--- src/rtl/ivm_pkg.sv ---
// ----------------------------------------------------------------------------
// ivm_pkg
// shared constants and controller/datapath interface types
// ----------------------------------------------------------------------------
package ivm_pkg;

    localparam int CAPACITY   = 64;
    localparam int KEY_BITS   = 16;
    localparam int VALUE_BITS = 8;

    localparam logic ACT_ASSIGN = 1'b0;
    localparam logic ACT_LOOKUP = 1'b1;

    localparam logic ST_DONE = 1'b0;
    localparam logic ST_FULL = 1'b1;

    localparam logic REG_DEFAULT = 1'b0;

    typedef struct packed {
        logic load;        // capture operands, clear walk index
        logic inc;         // advance walk index
        logic wr_entry;    // copy current entry to the other bank
        logic wr_b;        // write (begin_key, new_value)
        logic wr_e;        // write (end_key, after)
        logic set_before;  // before <= current entry value
        logic init_after;  // after <= before
        logic set_after;   // after <= current entry value
        logic emit;        // drive result
        logic commit;      // swap banks if the new table fits
    } t_cmd;

    typedef struct packed {
        logic idx_lt_cnt;
        logic key_lt_b;
        logic key_le_b;
        logic key_le_e;
        logic before_ne_v;
        logic after_ne_v;
        logic is_lookup;
        logic range_ok;
    } t_sts;

endpackage

--- src/rtl/ivm_ctrl.sv ---
// ----------------------------------------------------------------------------
// ivm_ctrl
// sequencer for lookup walk and assign merge into the spare bank
// ----------------------------------------------------------------------------
module ivm_ctrl (
    input  logic          i_clk,
    input  logic          i_rst_n,
    input  logic          i_start,
    input  ivm_pkg::t_sts i_sts,
    output ivm_pkg::t_cmd o_cmd,
    output logic          o_busy
);

    typedef enum logic [8:0] {
        S_IDLE = 9'b000000001,
        S_DISP = 9'b000000010,
        S_LOOK = 9'b000000100,
        S_LOW  = 9'b000001000,
        S_INSB = 9'b000010000,
        S_MID  = 9'b000100000,
        S_INSE = 9'b001000000,
        S_HIGH = 9'b010000000,
        S_DONE = 9'b100000000
    } t_state;

    t_state r_state, n_state;
    logic   r_commit, n_commit;

    always_ff @(posedge i_clk) begin
        if (!i_rst_n) begin
            r_state  <= S_IDLE;
            r_commit <= 1'b0;
        end else begin
            r_state  <= n_state;
            r_commit <= n_commit;
        end
    end

    always_comb begin
        n_state  = r_state;
        n_commit = r_commit;
        o_cmd    = '0;
        case (r_state)
            S_IDLE: begin
                if (i_start) begin
                    o_cmd.load = 1'b1;
                    n_state    = S_DISP;
                end
            end
            S_DISP: begin
                n_commit = 1'b0;
                if (i_sts.is_lookup) begin
                    n_state = S_LOOK;
                end else if (i_sts.range_ok) begin
                    n_state  = S_LOW;
                    n_commit = 1'b1;
                end else begin
                    n_state = S_DONE;
                end
            end
            S_LOOK: begin
                if (i_sts.idx_lt_cnt && i_sts.key_le_b) begin
                    o_cmd.set_before = 1'b1;
                    o_cmd.inc        = 1'b1;
                end else begin
                    n_state = S_DONE;
                end
            end
            S_LOW: begin
                if (i_sts.idx_lt_cnt && i_sts.key_lt_b) begin
                    o_cmd.wr_entry   = 1'b1;
                    o_cmd.set_before = 1'b1;
                    o_cmd.inc        = 1'b1;
                end else begin
                    n_state = S_INSB;
                end
            end
            S_INSB: begin
                o_cmd.wr_b       = i_sts.before_ne_v;
                o_cmd.init_after = 1'b1;
                n_state          = S_MID;
            end
            S_MID: begin
                // breakpoints inside the range are dropped
                if (i_sts.idx_lt_cnt && i_sts.key_le_e) begin
                    o_cmd.set_after = 1'b1;
                    o_cmd.inc       = 1'b1;
                end else begin
                    n_state = S_INSE;
                end
            end
            S_INSE: begin
                o_cmd.wr_e = i_sts.after_ne_v;
                n_state    = S_HIGH;
            end
            S_HIGH: begin
                if (i_sts.idx_lt_cnt) begin
                    o_cmd.wr_entry = 1'b1;
                    o_cmd.inc      = 1'b1;
                end else begin
                    n_state = S_DONE;
                end
            end
            S_DONE: begin
                o_cmd.emit   = 1'b1;
                o_cmd.commit = r_commit;
                n_state      = S_IDLE;
            end
            default: begin
                n_state = S_IDLE;
            end
        endcase
    end

    assign o_busy = (r_state != S_IDLE);

endmodule

--- src/rtl/ivm_dp.sv ---
// ----------------------------------------------------------------------------
// ivm_dp
// two-bank breakpoint memory, walk index, merge registers and result
// ----------------------------------------------------------------------------
module ivm_dp #(
    parameter int CAPACITY   = ivm_pkg::CAPACITY,
    parameter int KEY_BITS   = ivm_pkg::KEY_BITS,
    parameter int VALUE_BITS = ivm_pkg::VALUE_BITS
) (
    input  logic                  i_clk,
    input  logic                  i_rst_n,
    input  ivm_pkg::t_cmd         i_cmd,
    output ivm_pkg::t_sts         o_sts,
    input  logic                  i_action,
    input  logic [KEY_BITS-1:0]   i_begin_key,
    input  logic [KEY_BITS-1:0]   i_end_key,
    input  logic [VALUE_BITS-1:0] i_new_value,
    input  logic                  i_cfg_wr,
    input  logic [7:0]            i_cfg_data,
    output logic [VALUE_BITS-1:0] o_default,
    output logic                  o_valid,
    output logic [VALUE_BITS-1:0] o_read_value,
    output logic                  o_status,
    output logic [6:0]            o_entries_used
);

    localparam int AW = (CAPACITY > 1) ? $clog2(CAPACITY) : 1;
    localparam int IW = $clog2(CAPACITY + 1);
    localparam int NW = $clog2(CAPACITY + 3);
    localparam int DW = KEY_BITS + VALUE_BITS;
    localparam int MD = 2 * (2 ** AW);

    logic [DW-1:0] mem [0:MD-1];

    logic [DW-1:0]         r_rdata;
    logic [IW-1:0]         r_idx, n_idx;
    logic [NW-1:0]         r_nwr;
    logic [IW-1:0]         r_count;
    logic                  r_bank;
    logic [VALUE_BITS-1:0] r_default;
    logic                  r_lookup;
    logic [KEY_BITS-1:0]   r_b, r_e;
    logic [VALUE_BITS-1:0] r_v, r_before, r_after;

    logic [KEY_BITS-1:0]   cur_key;
    logic [VALUE_BITS-1:0] cur_val;
    logic                  wr_any;
    logic [DW-1:0]         wr_data;
    logic                  fits;

    assign cur_key = r_rdata[DW-1:VALUE_BITS];
    assign cur_val = r_rdata[VALUE_BITS-1:0];

    always_comb begin
        if (i_cmd.load) begin
            n_idx = '0;
        end else if (i_cmd.inc) begin
            n_idx = r_idx + 1'b1;
        end else begin
            n_idx = r_idx;
        end
    end

    assign wr_any = i_cmd.wr_entry | i_cmd.wr_b | i_cmd.wr_e;

    always_comb begin
        if (i_cmd.wr_b) begin
            wr_data = {r_b, r_v};
        end else if (i_cmd.wr_e) begin
            wr_data = {r_e, r_after};
        end else begin
            wr_data = r_rdata;
        end
    end

    // read address looks ahead so data matches the walk index
    always_ff @(posedge i_clk) begin
        r_rdata <= mem[{r_bank, n_idx[AW-1:0]}];
        if (wr_any && (r_nwr < NW'(CAPACITY))) begin
            mem[{~r_bank, r_nwr[AW-1:0]}] <= wr_data;
        end
    end

    assign fits = (r_nwr <= NW'(CAPACITY));

    always_ff @(posedge i_clk) begin
        if (!i_rst_n) begin
            r_idx     <= '0;
            r_nwr     <= '0;
            r_count   <= '0;
            r_bank    <= 1'b0;
            r_default <= '0;
            o_valid   <= 1'b0;
        end else begin
            r_idx   <= n_idx;
            o_valid <= i_cmd.emit;
            if (i_cfg_wr) begin
                r_default <= VALUE_BITS'(i_cfg_data);
            end
            if (i_cmd.load) begin
                r_nwr <= '0;
            end else if (wr_any) begin
                r_nwr <= r_nwr + 1'b1;
            end
            if (i_cmd.commit && fits) begin
                r_bank  <= ~r_bank;
                r_count <= IW'(r_nwr);
            end
        end
    end

    always_ff @(posedge i_clk) begin
        if (i_cmd.load) begin
            r_lookup <= (i_action == ivm_pkg::ACT_LOOKUP);
            r_b      <= i_begin_key;
            r_e      <= i_end_key;
            r_v      <= i_new_value;
            r_before <= r_default;
        end else if (i_cmd.set_before) begin
            r_before <= cur_val;
        end
        if (i_cmd.init_after) begin
            r_after <= r_before;
        end else if (i_cmd.set_after) begin
            r_after <= cur_val;
        end
        if (i_cmd.emit) begin
            o_read_value <= r_lookup ? r_before : '0;
            o_status     <= (i_cmd.commit && !fits) ? ivm_pkg::ST_FULL : ivm_pkg::ST_DONE;
            o_entries_used <= (i_cmd.commit && fits) ? 7'(r_nwr) : 7'(r_count);
        end
    end

    assign o_sts.idx_lt_cnt  = (r_idx < r_count);
    assign o_sts.key_lt_b    = (cur_key < r_b);
    assign o_sts.key_le_b    = (cur_key <= r_b);
    assign o_sts.key_le_e    = (cur_key <= r_e);
    assign o_sts.before_ne_v = (r_before != r_v);
    assign o_sts.after_ne_v  = (r_after != r_v);
    assign o_sts.is_lookup   = r_lookup;
    assign o_sts.range_ok    = (r_b < r_e);

    assign o_default = r_default;

endmodule

--- src/rtl/interval_value_map.sv ---
// ----------------------------------------------------------------------------
// interval_value_map
// canonical key-range to value map with assign and lookup commands
// ----------------------------------------------------------------------------
// lookup walks the breakpoints at or below the key before the result strobe;
// assign walks all the breakpoints held; both walks read one entry per cycle
// over the memory port
// throughput: one item at a time, next start taken once busy drops
// reset: table emptied (count zero), default value zero; results cannot stall
// ----------------------------------------------------------------------------
module interval_value_map #(
    parameter int CAPACITY   = ivm_pkg::CAPACITY,
    parameter int KEY_BITS   = ivm_pkg::KEY_BITS,
    parameter int VALUE_BITS = ivm_pkg::VALUE_BITS
) (
    input  logic                  i_clk,
    input  logic                  i_rst_n,
    input  logic                  i_start,
    output logic                  o_busy,
    input  logic                  i_action,
    input  logic [KEY_BITS-1:0]   i_begin_key,
    input  logic [KEY_BITS-1:0]   i_end_key,
    input  logic [VALUE_BITS-1:0] i_new_value,
    output logic                  o_valid,
    output logic [VALUE_BITS-1:0] o_read_value,
    output logic                  o_status,
    output logic [6:0]            o_entries_used,
    input  logic                  psel,
    input  logic                  penable,
    input  logic                  pwrite,
    input  logic [0:0]            paddr,
    input  logic [31:0]           pwdata,
    output logic [31:0]           prdata,
    output logic                  pready
);

    ivm_pkg::t_cmd         cmd;
    ivm_pkg::t_sts         sts;
    logic                  cfg_wr;
    logic [VALUE_BITS-1:0] dflt;

    assign pready = 1'b1;
    assign cfg_wr = psel && penable && pwrite && (paddr == ivm_pkg::REG_DEFAULT);
    assign prdata = (paddr == ivm_pkg::REG_DEFAULT) ? 32'(dflt) : '0;

    ivm_ctrl u_ctrl (
        .i_clk   (i_clk),
        .i_rst_n (i_rst_n),
        .i_start (i_start),
        .i_sts   (sts),
        .o_cmd   (cmd),
        .o_busy  (o_busy)
    );

    ivm_dp #(
        .CAPACITY   (CAPACITY),
        .KEY_BITS   (KEY_BITS),
        .VALUE_BITS (VALUE_BITS)
    ) u_dp (
        .i_clk          (i_clk),
        .i_rst_n        (i_rst_n),
        .i_cmd          (cmd),
        .o_sts          (sts),
        .i_action       (i_action),
        .i_begin_key    (i_begin_key),
        .i_end_key      (i_end_key),
        .i_new_value    (i_new_value),
        .i_cfg_wr       (cfg_wr),
        .i_cfg_data     (pwdata[7:0]),
        .o_default      (dflt),
        .o_valid        (o_valid),
        .o_read_value   (o_read_value),
        .o_status       (o_status),
        .o_entries_used (o_entries_used)
    );

    a_valid_idle: assert property (@(posedge i_clk) disable iff (!i_rst_n)
        o_valid |-> !o_busy) else $error("result while busy");

    a_start_busy: assert property (@(posedge i_clk) disable iff (!i_rst_n)
        (i_start && !o_busy) |=> o_busy) else $error("start not taken");

    a_pulse: assert property (@(posedge i_clk) disable iff (!i_rst_n)
        o_valid |=> !o_valid) else $error("result strobe longer than one cycle");

    a_full_zero: assert property (@(posedge i_clk) disable iff (!i_rst_n)
        (o_valid && o_status) |-> (o_read_value == '0)) else $error("full with read value");

endmodule
--- config.mk ---
export PLATFORM = sky130hd
export DESIGN_NAME = interval_value_map
export DESIGN_NICKNAME = d
export VERILOG_FILES = /design/src/rtl/ivm_pkg.sv /design/src/rtl/ivm_ctrl.sv /design/src/rtl/ivm_dp.sv /design/src/rtl/interval_value_map.sv
export SDC_FILE = /design/constraint.sdc
export NUM_CORES = 2
export LEC_CHECK = 0
export ABC_AREA = 1
export BUFFER_PORTS_ARGS = -buffer_cell sky130_fd_sc_hd__buf_2
export CAP_MARGIN = 10
export CORE_ASPECT_RATIO = 0.7
export CORE_MARGIN = 5
export CORE_UTILIZATION = 25
export DETAILED_ROUTE_END_ITERATION = 10
export GPL_TIMING_DRIVEN = 0
export SYNTH_ARGS = -nofsm -noshare
export SYNTH_HDL_FRONTEND = slang
export SYNTH_SLANG_ARGS = --single-unit
--- constraint.sdc ---
create_clock -name i_clk -period 7.8 [get_ports i_clk]
set_input_delay 0.78 -clock i_clk [delete_from_list [all_inputs] [get_ports i_clk]]
set_output_delay 0.78 -clock i_clk [all_outputs]
set_load 0.01 [all_outputs]
==> run_results.csv <==
group,metric,value,unit
status,status,"finished with violations",
status,violations,"max-capacitance violations, max-slew violations",
place,io_buffers,80,
cts,numClockSinks,3210,
worst_setup_path,critical_path.startpoint_type,"flip-flop",
worst_setup_path,critPathTopFamily,"simple AND/OR/NAND/NOR gates",
power_and_ir_drop,vdd.ir_drop.worst,0.162,mV
logic_synthesis,ys_types,39,
worst_hold_path,holdCritStartpoint,"i_begin_key[2]",
place,dp_hpwl,422000,um
sta,fin_hold_ws,39.7,ps
sta,skew,78.3,ps
sta,setup_viol,0,
worst_setup_path,required,8630,ps
power_and_ir_drop,powerDensity,219,mW/mm^2
layout,final_cells,19088,
floorplan,die-area,0.546,mm^2
layout,stdcell_area,0.158,mm^2
grt,grtUsageTotal,19.7,%
worst_setup_path,slowest_delay,1090,ps
sta,finalSetupTns,0,ps
power_and_ir_drop,power_switching,8.08,mW
route,firstDrtPassIters,8,
place,gp_congestion,1.02,
logic_synthesis,yosysWarningCount,0,
layout,layout_commonest_cell,"edfxtp_1",
grt,grt_max_degree,37,
grt,grt_pass1_vias,89868,
cts,clock_latency,920,ps
worst_setup_path,r2r-start,"u_dp.r_e[11]",
power_and_ir_drop,swShare,23.3,%
place,place_area,0.149,mm^2
power_and_ir_drop,power_frac_seq,54.3,%
floorplan,coreArea,0.531,mm^2
layout,final_cell_mix,"edfxtp_1 (3145), nand3_1 (3042), nand2_1 (2495)",
logic_synthesis,yosys.area_share.adder,0.528,%
logic_synthesis,synth_compound_area_share,0.602,%
logic_synthesis,synth_mux_area_share,0,%
cts,h-tree-depth,5,
floorplan,ioPinCount,131,
sta,clock.fmax,151,MHz
worst_setup_path,crit_arrival,7450,ps
sta,final-max-slew-violation-count,11,
worst_setup_path,crit_fanout,10,
worst_setup_path,cp-end-kind,"flip-flop",
route,drt_iter0_drc,19235,
floorplan,die_width,881,um
sta,fin_crit,6620,ps
worst_hold_path,hold_class,"in -> reg",
worst_setup_path,worstSetupPathType,"reg -> reg",
sta,fin_crit_sh,84.9,%
grt,grt_pass1_wl,756000,um
grt,grt_remaining_overflow,0,
worst_setup_path,setup.worst_path.start,"u_dp.r_e[11]",
logic_synthesis,syn_area,0.133,mm^2
logic_synthesis,ys_ff_latch,3210,
worst_setup_path,cpMostUsedCell,"nand2_1",
route,routed_via_density,5.33,
power_and_ir_drop,leakagePower,53.5,nW
logic_synthesis,synth_simple_gate_area_share,23.0,%
worst_setup_path,worstPathCellList,"inv_1 > ha_1 > nand4_1 > nor3_1 > nand2_1 > nand2_1 > nand2_1 > a21oi_2 > nand2_2 > nand4_1 > nor2_1 > nor2_1 > nand2_1 > inv_2 > buf_2 > buf_1 > nand3_1 > nand3_1 > nand3_1 > nand2_1",
route,wire_per_inst,29.7,um
grt,antenna_found_initial,38,
cts,path_clk_slew,70,ps
cts,clock_path_buffers,4,
cts,cts-root-buf,"clkbuf_16",
route,ant_nets,0,
sta,hold_viol_final,0,
floorplan,fp.dieH,620,um
worst_setup_path,cp_num_buf_inv,4,
place,dpl.cell_count,18529,
cts,cts_inserted_buffers,291,
logic_synthesis,syn_area_per_cell,12.1,um^2
sta,worst_slew_pin_slew,1510,ps
floorplan,start_util,25.0,%
sta,max-slew-margin-rel,-0.836,%
route,route.detailed.drc,0,
layout,layout.nets,11859,
logic_synthesis,syn_inst,11005,
layout,syn_to_final_growth,18.9,%
logic_synthesis,seq_area_frac_synth,72.1,%
logic_synthesis,synth_xor_xnor_area_share,0.0989,%
flow_run,drv_cap,1,
floorplan,std_cell_rows,224,
power_and_ir_drop,p_comb_share,4.2,%
sta,rsz0062_at_grt,"no",
route,vias,101675,
cts,cts_tree,"yes",
layout,drive_gt1_share,12.8,%
route,wirelength,567000,um
power_and_ir_drop,p_int,26.5,mW
worst_setup_path,crit_slowest_cell,"buf_1",
cts,postCtsResizedCells,0,
power_and_ir_drop,p_clk_share,41.4,%
logic_synthesis,synth_top_family_by_area,"simple AND/OR/NAND/NOR gates",
power by group through the flow:
| stage | clock [mW] | combinational [mW] | sequential (mW) |
|---|---|---|---|
| CTS | 14.3 | 1.40 | 18.8 |
| global placement | 0 | 1.32 | 19.2 |
| floorplan | 0 | 0.724 | 19.2 |
| global route | 15.0 | 1.54 | 18.8 |
| detailed placement | 0 | 1.39 | 19.2 |
| finish | 14.4 | 1.47 | 18.8 |
cells by family (layout without fill, tap and decap cells):
group | after synthesis | count (layout)
fa+ha+maj | 56 | 56
flops | 3210 | 3210
simple gates | 6556 | 6556
xor+xnor | 15 | 15
buf+inv | 1016 | 1924
compound gates | 150 | 150
other cells | 2 | 58
flip-flops by register name, summed over array words and instances, names as in the netlist, 8 cells and up:
signal,cells
u_dp.r_rdata,24
u_dp.r_v,8
u_dp.mem,3072
u_dp.o_default,8
u_dp.r_e,16
u_dp.o_read_value,8
u_ctrl.r_state,9
u_dp.r_before,8
u_dp.r_after,8
u_dp.r_b,16
metrics by stage:
stage / setup WS (ps) / utilization, % / power [mW]
4_1_cts: 1680 / 29.7 / 34.5
3_3_place_gp: -11690 / 26.8 / 20.5
2_1_floorplan: 126 / - / 19.9
5_1_grt: 1200 / 29.8 / 35.3
3_5_place_dp: 1700 / 28.0 / 20.6
6_report: 1180 / 29.8 / 34.6
final timing paths:
| check | to | slack [ps] | cells past startpoint |
|---|---|---|---|
| setup / recovery | u_dp.r_rdata[0] | 1180 | 20 |
| hold / removal | u_dp.r_b[2] | 40 | 1 |
| setup reg to reg | u_dp.r_rdata[0] | 1180 | 20 |
| hold reg to reg | u_dp.r_count[1] | 500 | 2 |
worst register-to-register path: cells and delay by family (launching register included):
kind,cells,cell delay [ps]
AO/OA/AOI/OAI,1,230
AND/OR/NAND/NOR,14,3210
flip-flops,1,330
buffers and inverters,4,2430
adder cells (fa/ha/maj),1,330
repair_timing:
item / 4_1_cts / 5_1_grt
buffers inserted: 0 / 0
hold endpoints to repair: 16 / 0
hold buffers: 16 / 0
setup endpoints to repair: 0 / 0
metal layers:
layer / up-vias / GRT usage [%] / wire length, um
met5: - / 0.419 / 504
met4: 28 / 5.79 / 19600
met3: 967 / 10.4 / 105000
met2: 8127 / 25.5 / 214000
met1: 50551 / 28.0 / 227000
li1: 42002 / - / -
cell usage after synthesis (all sizes together):
master,n,area share (%)
a221oi,1,0.0066
clkinv,2,0.0057
a211oi,2,0.011
buf,634,2.6
a31oi,8,0.038
dfxtp,65,0.98
or2,3,0.014
nand2,2497,7.1
and3,1,0.0047
conb,2,0.0057
nor4,12,0.057
o21bai,1,0.0057
a21oi,83,0.32
or3,1,0.0047
and2,1,0.0047
o21ai,48,0.18
a21o,4,0.023
o211ai,2,0.011
xnor2,9,0.059
edfxtp,3145,71
nand3,3047,12
inv,119,0.34
nand4,785,3.7
clkbuf,261,0.74
nor3,26,0.098
ha,56,0.53
a221o,1,0.0075
nand3b,1,0.0057
nor2,182,0.53
xor2,6,0.040
cell type report:
type,instances,area [um^2]
fill,53376,373000
sequential,3210,95700
multi-input combinational,6802,33500
tap,7119,8910
clock buffer,369,7750
timing repair buffer,402,5980
buffer,895,4460
clock inverter,137,1100
inverter,121,454
antenna,33,82.6
Power figures use the tool's default switching activity.
